===== config.mk =====
export PLATFORM = sky130hd
export DESIGN_NAME = selective_repeat_receive_window_top
export DESIGN_NICKNAME = d
export VERILOG_FILES = /design/src/rtl/srrw_pkg.sv /design/src/rtl/selective_repeat_receive_window_top.sv /design/src/rtl/srrw_ctrl.sv /design/src/rtl/srrw_dpath.sv
export SDC_FILE = /design/constraint.sdc
export NUM_CORES = 1
export LEC_CHECK = 0
export BUFFER_PORTS_ARGS = -buffer_cell sky130_fd_sc_hd__buf_2
export CELL_PAD_IN_SITES_DETAIL_PLACEMENT = 1
export CELL_PAD_IN_SITES_GLOBAL_PLACEMENT = 1
export CORE_ASPECT_RATIO = 1.5
export CORE_MARGIN = 2
export CORE_UTILIZATION = 45
export DETAILED_ROUTE_END_ITERATION = 8
export GPL_ROUTABILITY_DRIVEN = 1
export GPL_TIMING_DRIVEN = 0
export PLACE_DENSITY = 0.83
export SLEW_MARGIN = 30
export SYNTH_ARGS = -nofsm -noshare
export SYNTH_HDL_FRONTEND = slang
export SYNTH_HIERARCHICAL = 1
export SYNTH_SLANG_ARGS = --single-unit

===== constraint.sdc =====
create_clock -name i_clk -period 9.95 [get_ports i_clk]
set_clock_uncertainty 0.05 [all_clocks]
set_input_delay 0.995 -clock i_clk [delete_from_list [all_inputs] [get_ports i_clk]]
set_output_delay 0.995 -clock i_clk [all_outputs]
set_load 0.02 [all_outputs]

===== src/rtl/srrw_pkg.sv =====
// shared types and constants for the selective-repeat receive window
`default_nettype none

package srrw_pkg;

    localparam int SEQ_W   = 16;
    localparam int COUNT_W = 4;
    localparam int CMP_W   = 33;

    typedef struct packed {
        logic [SEQ_W-1:0] seq_num;
        logic             crc_ok;
    } t_in_word;

    typedef struct packed {
        logic [SEQ_W-1:0]   ack_id;
        logic               nack;
        logic               discarded;
        logic [COUNT_W-1:0] delivered_count;
    } t_out_word;

    typedef struct packed {
        logic capture;
        logic commit;
    } t_ctl_cmd;

endpackage

`default_nettype wire


===== src/rtl/selective_repeat_receive_window_top.sv =====
// top level of the selective-repeat receive window
// usage:
//   input channel i_in_valid / o_in_ready carries one frame word: sequence
//   number and crc flag. output channel o_out_valid / i_out_ready carries
//   one result word per frame: ack id, nack, discarded flag, delivered count.
//   i_cfg_we / i_cfg_wdata writes the hamming mode bit (1 = all frames valid);
//   write it only while no frame is in flight.
//   a frame is taken in the capture step of the controller and its result is
//   written to the output register when the evaluate step commits; the bitmap
//   slide is done in the evaluate step. no new frame is taken until it commits.
//   the result sits in an output register, so a new frame is taken while a
//   result still waits; if the receiver stalls, the next frame waits in the
//   evaluate step until the output register frees up, and input ready drops.
//   reset (synchronous, active low) clears the window base, the bitmap, the
//   hamming mode bit and the output valid flag and holds input ready low;
//   no clearing pass is needed.
`default_nettype none

module selective_repeat_receive_window_top #(
    parameter int WINDOW_SIZE = 8,
    parameter int SEQ_BITS    = 16
) (
    input  wire                 i_clk,
    input  wire                 i_rst_n,
    input  wire                 i_cfg_we,
    input  wire                 i_cfg_wdata,
    input  wire                 i_in_valid,
    output logic                o_in_ready,
    input  srrw_pkg::t_in_word  i_in_word,
    output logic                o_out_valid,
    input  wire                 i_out_ready,
    output srrw_pkg::t_out_word o_out_word
);
    import srrw_pkg::*;

    t_ctl_cmd cmd;

    srrw_ctrl u_ctrl (
        .i_clk       (i_clk),
        .i_rst_n     (i_rst_n),
        .i_in_valid  (i_in_valid),
        .o_in_ready  (o_in_ready),
        .o_out_valid (o_out_valid),
        .i_out_ready (i_out_ready),
        .o_cmd       (cmd)
    );

    srrw_dpath #(
        .WINDOW_SIZE (WINDOW_SIZE),
        .SEQ_BITS    (SEQ_BITS)
    ) u_dpath (
        .i_clk       (i_clk),
        .i_rst_n     (i_rst_n),
        .i_cfg_we    (i_cfg_we),
        .i_cfg_wdata (i_cfg_wdata),
        .i_in_word   (i_in_word),
        .i_cmd       (cmd),
        .o_out_word  (o_out_word)
    );

endmodule

`default_nettype wire


===== src/rtl/srrw_ctrl.sv =====
// controller: input capture, evaluation step and output register handshake
`default_nettype none

module srrw_ctrl (
    input  wire               i_clk,
    input  wire               i_rst_n,
    input  wire               i_in_valid,
    output logic              o_in_ready,
    output logic              o_out_valid,
    input  wire               i_out_ready,
    output srrw_pkg::t_ctl_cmd o_cmd
);
    import srrw_pkg::*;

    typedef enum logic [1:0] {
        S_IDLE = 2'b01,
        S_EVAL = 2'b10
    } t_state;

    t_state r_state, n_state;
    logic   r_out_valid, n_out_valid;

    always_comb begin
        n_state      = r_state;
        o_cmd        = '0;
        o_in_ready   = 1'b0;
        unique case (r_state)
            S_IDLE: begin
                o_in_ready = i_rst_n;
                if (i_in_valid && i_rst_n) begin
                    o_cmd.capture = 1'b1;
                    n_state       = S_EVAL;
                end
            end
            S_EVAL: begin
                if (!r_out_valid || i_out_ready) begin
                    o_cmd.commit = 1'b1;
                    n_state      = S_IDLE;
                end
            end
            default: n_state = S_IDLE;
        endcase
    end

    always_comb begin
        n_out_valid = r_out_valid;
        if (o_cmd.commit) begin
            n_out_valid = 1'b1;
        end else if (i_out_ready) begin
            n_out_valid = 1'b0;
        end
    end

    always_ff @(posedge i_clk) begin
        if (!i_rst_n) begin
            r_state     <= S_IDLE;
            r_out_valid <= 1'b0;
        end else begin
            r_state     <= n_state;
            r_out_valid <= n_out_valid;
        end
    end

    assign o_out_valid = r_out_valid;

    a_commit_in_eval: assert property (@(posedge i_clk) disable iff (!i_rst_n)
        o_cmd.commit |-> (r_state == S_EVAL))
        else $error("commit outside evaluation state");

    a_accept_to_eval: assert property (@(posedge i_clk) disable iff (!i_rst_n)
        (i_in_valid && o_in_ready) |=> (r_state == S_EVAL))
        else $error("accepted word not evaluated next cycle");

    a_commit_shows: assert property (@(posedge i_clk) disable iff (!i_rst_n)
        o_cmd.commit |=> o_out_valid)
        else $error("committed result not presented");

    a_no_overwrite: assert property (@(posedge i_clk) disable iff (!i_rst_n)
        (o_out_valid && !i_out_ready) |-> !o_cmd.commit)
        else $error("pending result overwritten");

endmodule

`default_nettype wire


===== src/rtl/srrw_dpath.sv =====
// datapath: window base, receive bitmap, slide logic and result register
`default_nettype none

module srrw_dpath #(
    parameter int WINDOW_SIZE = 8,
    parameter int SEQ_BITS    = 16
) (
    input  wire                 i_clk,
    input  wire                 i_rst_n,
    input  wire                 i_cfg_we,
    input  wire                 i_cfg_wdata,
    input  srrw_pkg::t_in_word  i_in_word,
    input  srrw_pkg::t_ctl_cmd  i_cmd,
    output srrw_pkg::t_out_word o_out_word
);
    import srrw_pkg::*;

    localparam int WS = WINDOW_SIZE;
    localparam int SW = SEQ_BITS;
    localparam int IW = (WS > 1) ? $clog2(WS) : 1;
    localparam int CW = $clog2(WS + 1);
    localparam logic [SW-1:0] SEQ_MAX = '1;

    logic             r_mode;
    logic [SEQ_W-1:0] r_seq;
    logic             r_valid;
    logic [SW-1:0]    r_base, n_base;
    logic [WS-1:0]    r_map, n_map;
    t_out_word        r_out, n_out;

    logic [SW-1:0]  seq_m;
    logic [SW-1:0]  off;
    logic [IW-1:0]  idx;
    logic [WS-1:0]  onehot;
    logic           stale, beyond, dup, disc, at_base, slide, mark_ahead;
    logic [WS-1:0]  m;
    logic [WS:0]    m_ext, first_zero;
    logic [CW-1:0]  ones, n_slide;
    logic [SW-1:0]  limit;
    logic [COUNT_W-1:0] count;

    always_comb begin
        seq_m  = SW'(r_seq);
        stale  = seq_m < r_base;
        off    = seq_m - r_base;
        beyond = CMP_W'(off) >= CMP_W'(WS);
        idx    = IW'(off);
        onehot = WS'(1) << idx;
        dup    = |(r_map & onehot);
        disc   = stale | beyond | dup;
        at_base    = (off == '0);
        slide      = !disc && at_base && r_valid;
        mark_ahead = !disc && !at_base && r_valid;
    end

    // trailing ones of the marked map, limited by room left below the top
    always_comb begin
        m          = r_map | WS'(1);
        m_ext      = {1'b0, m};
        first_zero = (m_ext + (WS+1)'(1)) & ~m_ext;
        ones       = '0;
        for (int i = 0; i <= WS; i++) begin
            if (first_zero[i]) begin
                ones = ones | CW'(i);
            end
        end
        limit = SEQ_MAX - r_base;
        if (CMP_W'(ones) < CMP_W'(limit)) begin
            n_slide = ones;
        end else begin
            n_slide = CW'(limit);
        end
        if (CMP_W'(n_slide) > CMP_W'(15)) begin
            count = 4'd15;
        end else begin
            count = COUNT_W'(n_slide);
        end
    end

    always_comb begin
        n_base = r_base;
        n_map  = r_map;
        if (slide) begin
            n_base = r_base + SW'(n_slide);
            n_map  = m >> n_slide;
        end else if (mark_ahead) begin
            n_map = r_map | onehot;
        end
        n_out.ack_id          = SEQ_W'(n_base);
        n_out.nack            = disc || !at_base || !r_valid;
        n_out.discarded       = disc;
        n_out.delivered_count = slide ? count : '0;
    end

    always_ff @(posedge i_clk) begin
        if (!i_rst_n) begin
            r_mode <= 1'b0;
            r_base <= '0;
            r_map  <= '0;
        end else begin
            if (i_cfg_we) begin
                r_mode <= i_cfg_wdata;
            end
            if (i_cmd.commit) begin
                r_base <= n_base;
                r_map  <= n_map;
            end
        end
    end

    always_ff @(posedge i_clk) begin
        if (i_cmd.capture) begin
            r_seq   <= i_in_word.seq_num;
            r_valid <= r_mode | i_in_word.crc_ok;
        end
        if (i_cmd.commit) begin
            r_out <= n_out;
        end
    end

    assign o_out_word = r_out;

    a_base_monotonic: assert property (@(posedge i_clk) disable iff (!i_rst_n)
        $past(i_rst_n) |-> (r_base >= $past(r_base)))
        else $error("window base moved backward");

    a_stable_no_commit: assert property (@(posedge i_clk) disable iff (!i_rst_n)
        !i_cmd.commit |=> ($stable(r_base) && $stable(r_map)))
        else $error("window state changed without commit");

    a_discard_nack: assert property (@(posedge i_clk) disable iff (!i_rst_n)
        i_cmd.commit && disc |=> (r_out.nack && r_out.delivered_count == '0))
        else $error("discarded word without nack or with delivery");

endmodule

`default_nettype wire


==> impl_summary.log <==
INFO  metric post_route_cells_drive_above_1_share = 0.1429
INFO  metric antenna-diode-count = 0
INFO  metric grt_start_max_net_pins = 31
INFO  metric clk_pin_slew_worst_paths = approximately 60 ps
INFO  metric critical-path-slowest-cell = or4_1
INFO  metric grt_antenna_before_repair = 0
INFO  metric tightestPinTransition = 934.0 ps
INFO  metric die_h = approximately 130 microns
INFO  metric drt-initial-drc-count = 227
INFO  metric yosys_register_bits = 67
INFO  metric globalRouteOverflowTotal = 0
INFO  metric hold_path_class = reg -> reg
INFO  metric timing.setup.critical_path_class = reg -> reg
INFO  metric top_usage_layer = met2
INFO  metric worst_slew_slack_as_a_fraction_of_its_limit = 0.3773
INFO  metric hold_viol_final = 0
INFO  metric detailroute.via_count = 4228
INFO  metric cts_setup_buffers = 0
INFO  metric area.growth.synth_to_final = 14.62%
INFO  metric min_period = 4986 ps
INFO  metric nNetsFinal = around 620
INFO  metric postSynthAreaPerCell = about 8.8 sq um
INFO  metric status = complete, no violations
INFO  metric wire_length_of_the_first_global_routing_pass = between 20000 and 25000 microns
INFO  metric postSynthCellCount = 519
INFO  metric cts_h_tree_depth = 3
INFO  metric postRouteWirelength = 14680 microns
INFO  metric placeableCoreArea = 0.01002 sq mm
INFO  metric synth_area_leader_cell = edfxtp_1
INFO  metric period_share = 0.5011
INFO  metric final_hpwl_dp = about 11000 microns
INFO  metric num_rows = 45
INFO  metric critPathRequiredTime = 9980 ps
INFO  metric synth.net_count = roughly 570
INFO  metric chipWidth = 86.43 microns
INFO  metric max_clock_freq = roughly 200 MHz
INFO  metric cts.sinks = 67
INFO  metric ctsHoldBuffers = 0
INFO  metric power.leakage = 0.002091 uW
INFO  metric route.detailed.vias_per_inst = 6.057
INFO  metric intPower = 511.8 uW
INFO  metric power_switching_share = 0.2395
INFO  metric post_route_standard_cell_area_excluding_fillers = 0.005256 sq mm
INFO  metric globalRouteTotalUtil = 0.2686
INFO  metric port_buffers = 46
INFO  metric power.share.sequential = 0.444
INFO  metric final.setup.tns = 0 ps
INFO  metric die_area = between 0.01 and 0.015 sq mm
INFO  metric endpoint_kind = flip-flop
INFO  metric power.clock.fraction = 0.478
INFO  metric use_met2 = 0.5086
INFO  metric routed_wire_length_per_instance = 21.02 microns
INFO  metric synth_top_cells_by_count = nand2_1 (66), edfxtp_1 (39), nor2_1 (31), nand3_1 (30), inv_1 (29)
INFO  metric grt_use_met1 = 0.2811
INFO  metric power_density_of_the_placed_cells = approximately 130 mW/mm^2
INFO  metric max_cap_viol_count = 0
INFO  metric area_share_of_the_largest_cell_type_after_synthesis = 0.2554
INFO  metric synthesis.yosys.warnings = 6
INFO  metric post_layout_nonfiller_instances = between 600 and 700
INFO  metric net-switching-power = 161.2 uW
INFO  metric cts_repair_resize_count = 0
INFO  metric synth.most_common_cell = nand2_1
INFO  metric crit_path_start_kind = flip-flop
INFO  metric gp_congestion = 0.9338
INFO  metric postRouteAntennaNets = 0
INFO  metric io_pins = 47
INFO  metric postSynth.topFlopCell = edfxtp_1
INFO  metric vdd.ir_drop.worst = 70.82 uV
INFO  metric arrival_time_of_the_worst_setup_path = approximately 5000 ps
INFO  metric via_count_of_the_first_global_routing_pass = around 4.4k
INFO  metric seq_area_frac_synth = 0.3776
INFO  metric cts_made_buffers = 9
INFO  metric synth.lib_cells_used.distinct = 68
INFO  metric crit_chain = clkbuf_1 > nand2_1 > nand3_1 > a31oi_1 > ha_1 > or4_1 > nor3_1 > nor2_2 > mux2i_1 > clkbuf_1 > ha_1 > nor2b_1 > o21ai_0 > nor2b_1 > nor2_1 > nand4_1 > xnor2_1
INFO  metric synth_edf_count = 39
INFO  metric starting_density_of_the_core = 0.4576
INFO  metric clock_path_buffers = 2
INFO  metric postLayoutCoreUtil = 0.5245
INFO  metric globalRouteMet3Util = 0.03295
INFO  metric worst_path_largest_cell_delay = between 500 and 600 ps
INFO  metric cts_tree = built
INFO  metric async_flop_share = 0
INFO  metric p_comb_frac = 0.078
INFO  metric finalSetupViolCount = 0
INFO  metric synth_top_cells_by_area = edfxtp_1 (26%), dfxtp_1 (12%), ha_1 (6.3%), nand2_1 (5.4%), mux2i_1 (5.2%)
INFO  metric placed_cells_incl_taps = just under 700
INFO  metric placement.cell_area = 0.004962 sq mm
INFO  metric synthesis.area = 0.004586 sq mm
INFO  metric route.detailed.drc = 0
INFO  metric drt_first_pass_iters = 4
INFO  metric worst_skew_pair.late_latency = 340 ps
INFO  metric critPathMaxFanout = 10
INFO  metric unrepaired_setup_endpoints_after_global_routing = no
INFO  metric slew_violations = 0
INFO  metric cts_root_buf = clkbuf_16
-- flip-flops by register name, summed over array words and instances, names as in the netlist --
| register | count |
|---|---|
| u_dpath/r_map | 8 |
| u_dpath/o_out_word | 22 |
| u_dpath/r_seq | 16 |
| u_dpath/r_valid | 1 |
| u_dpath/r_base | 16 |
| u_dpath/r_mode | 1 |
| u_ctrl/o_out_valid | 1 |
| u_ctrl/r_state | 2 |
-- final cells by class --
type,count,area [sq um]
clock inverter,5,61.31
sequential,67,1732
multi-input combinational,393,2620
fill,1233,4766
tap,117,146.4
inverter,31,118.9
clock buffer,11,232.7
buffer,28,115.1
timing repair buffer,46,230.2
-- placed cells by master (no fill, tap or decap), types with 11 or more instances in the layout --
cell and n:
nand2_1 66, buf_2 48, edfxtp_1 39, nor2_1 31, nand3_1 30, inv_1 29
dfxtp_1 28, a21oi_1 27, clkbuf_1 25, mux2i_1 24, ha_1 23, o21ai_0 21
xnor2_1 18, and3_1 14, nand4_1 11
-- worst max-delay path, delay by kind of cell, from the launching register on --
family	cells	cell delay, ps
AOI/OAI and AO/OA	2	390
xor gates and xnor gates	1	80
adders and majority gates	2	640
buffers and inverters	2	880
DFF	1	330
muxes	1	210
and+or+nand+nor	9	2150
-- per-layer routing --
metal | vias up | share of wire
met3 | 38 | 0.027
met4 | 0 | 0.047
li1 | 2009 | -
met1 | 2066 | 0.38
met5 | - | 0
met2 | 115 | 0.54
-- worst paths after layout --
check	end	slack [ps]	from	cells after the start
max	u_dpath/o_out_word[20]$_DFFE_PP_	4960	u_dpath/r_map[6]$_SDFFE_PN0P_	17
min reg2reg	u_dpath/r_map[0]$_SDFFE_PN0P_	430	u_dpath/r_map[0]$_SDFFE_PN0P_	2
max reg2reg	u_dpath/o_out_word[20]$_DFFE_PP_	4960	u_dpath/r_map[6]$_SDFFE_PN0P_	17
min	u_dpath/r_map[0]$_SDFFE_PN0P_	430	u_dpath/r_map[0]$_SDFFE_PN0P_	2
-- cell families (layout without fill, tap and decap cells) --
family	after synthesis	in the layout	synth area share
and+or+nand+nor	204	204	0.2229
AOI/OAI and AO/OA	113	113	0.1645
DFF	67	67	0.3776
buffers and inverters	59	121	0.05102
muxes	32	32	0.07449
adders and majority gates	25	25	0.07149
xor gates and xnor gates	19	19	0.03793
-- stage by stage --
stage | hold slack, ps | power, uW | setup slack [ps]
after floorplan | 375.7 | 338.3 | 5973
after global placement | 415.5 | 353.3 | 5240
after detailed placement | 423.4 | 355.8 | 5129
after CTS | 431.6 | 675.1 | 5065
after global routing | 468.7 | 688.4 | 4577
final | 429.2 | 673.0 | 4964
-- power groups by stage --
stage / Clock [uW] / Sequential, uW / Combinational, uW
detailed placement: 0 / 305 / 50.8
floorplan: 0 / 304 / 33.9
CTS: 324 / 299 / 51.6
global route: 332 / 299 / 57.1
finish: 322 / 299 / 52.2
global placement: 0 / 305 / 48.7
No activity file was read; power rests on OpenSTA's default activity.
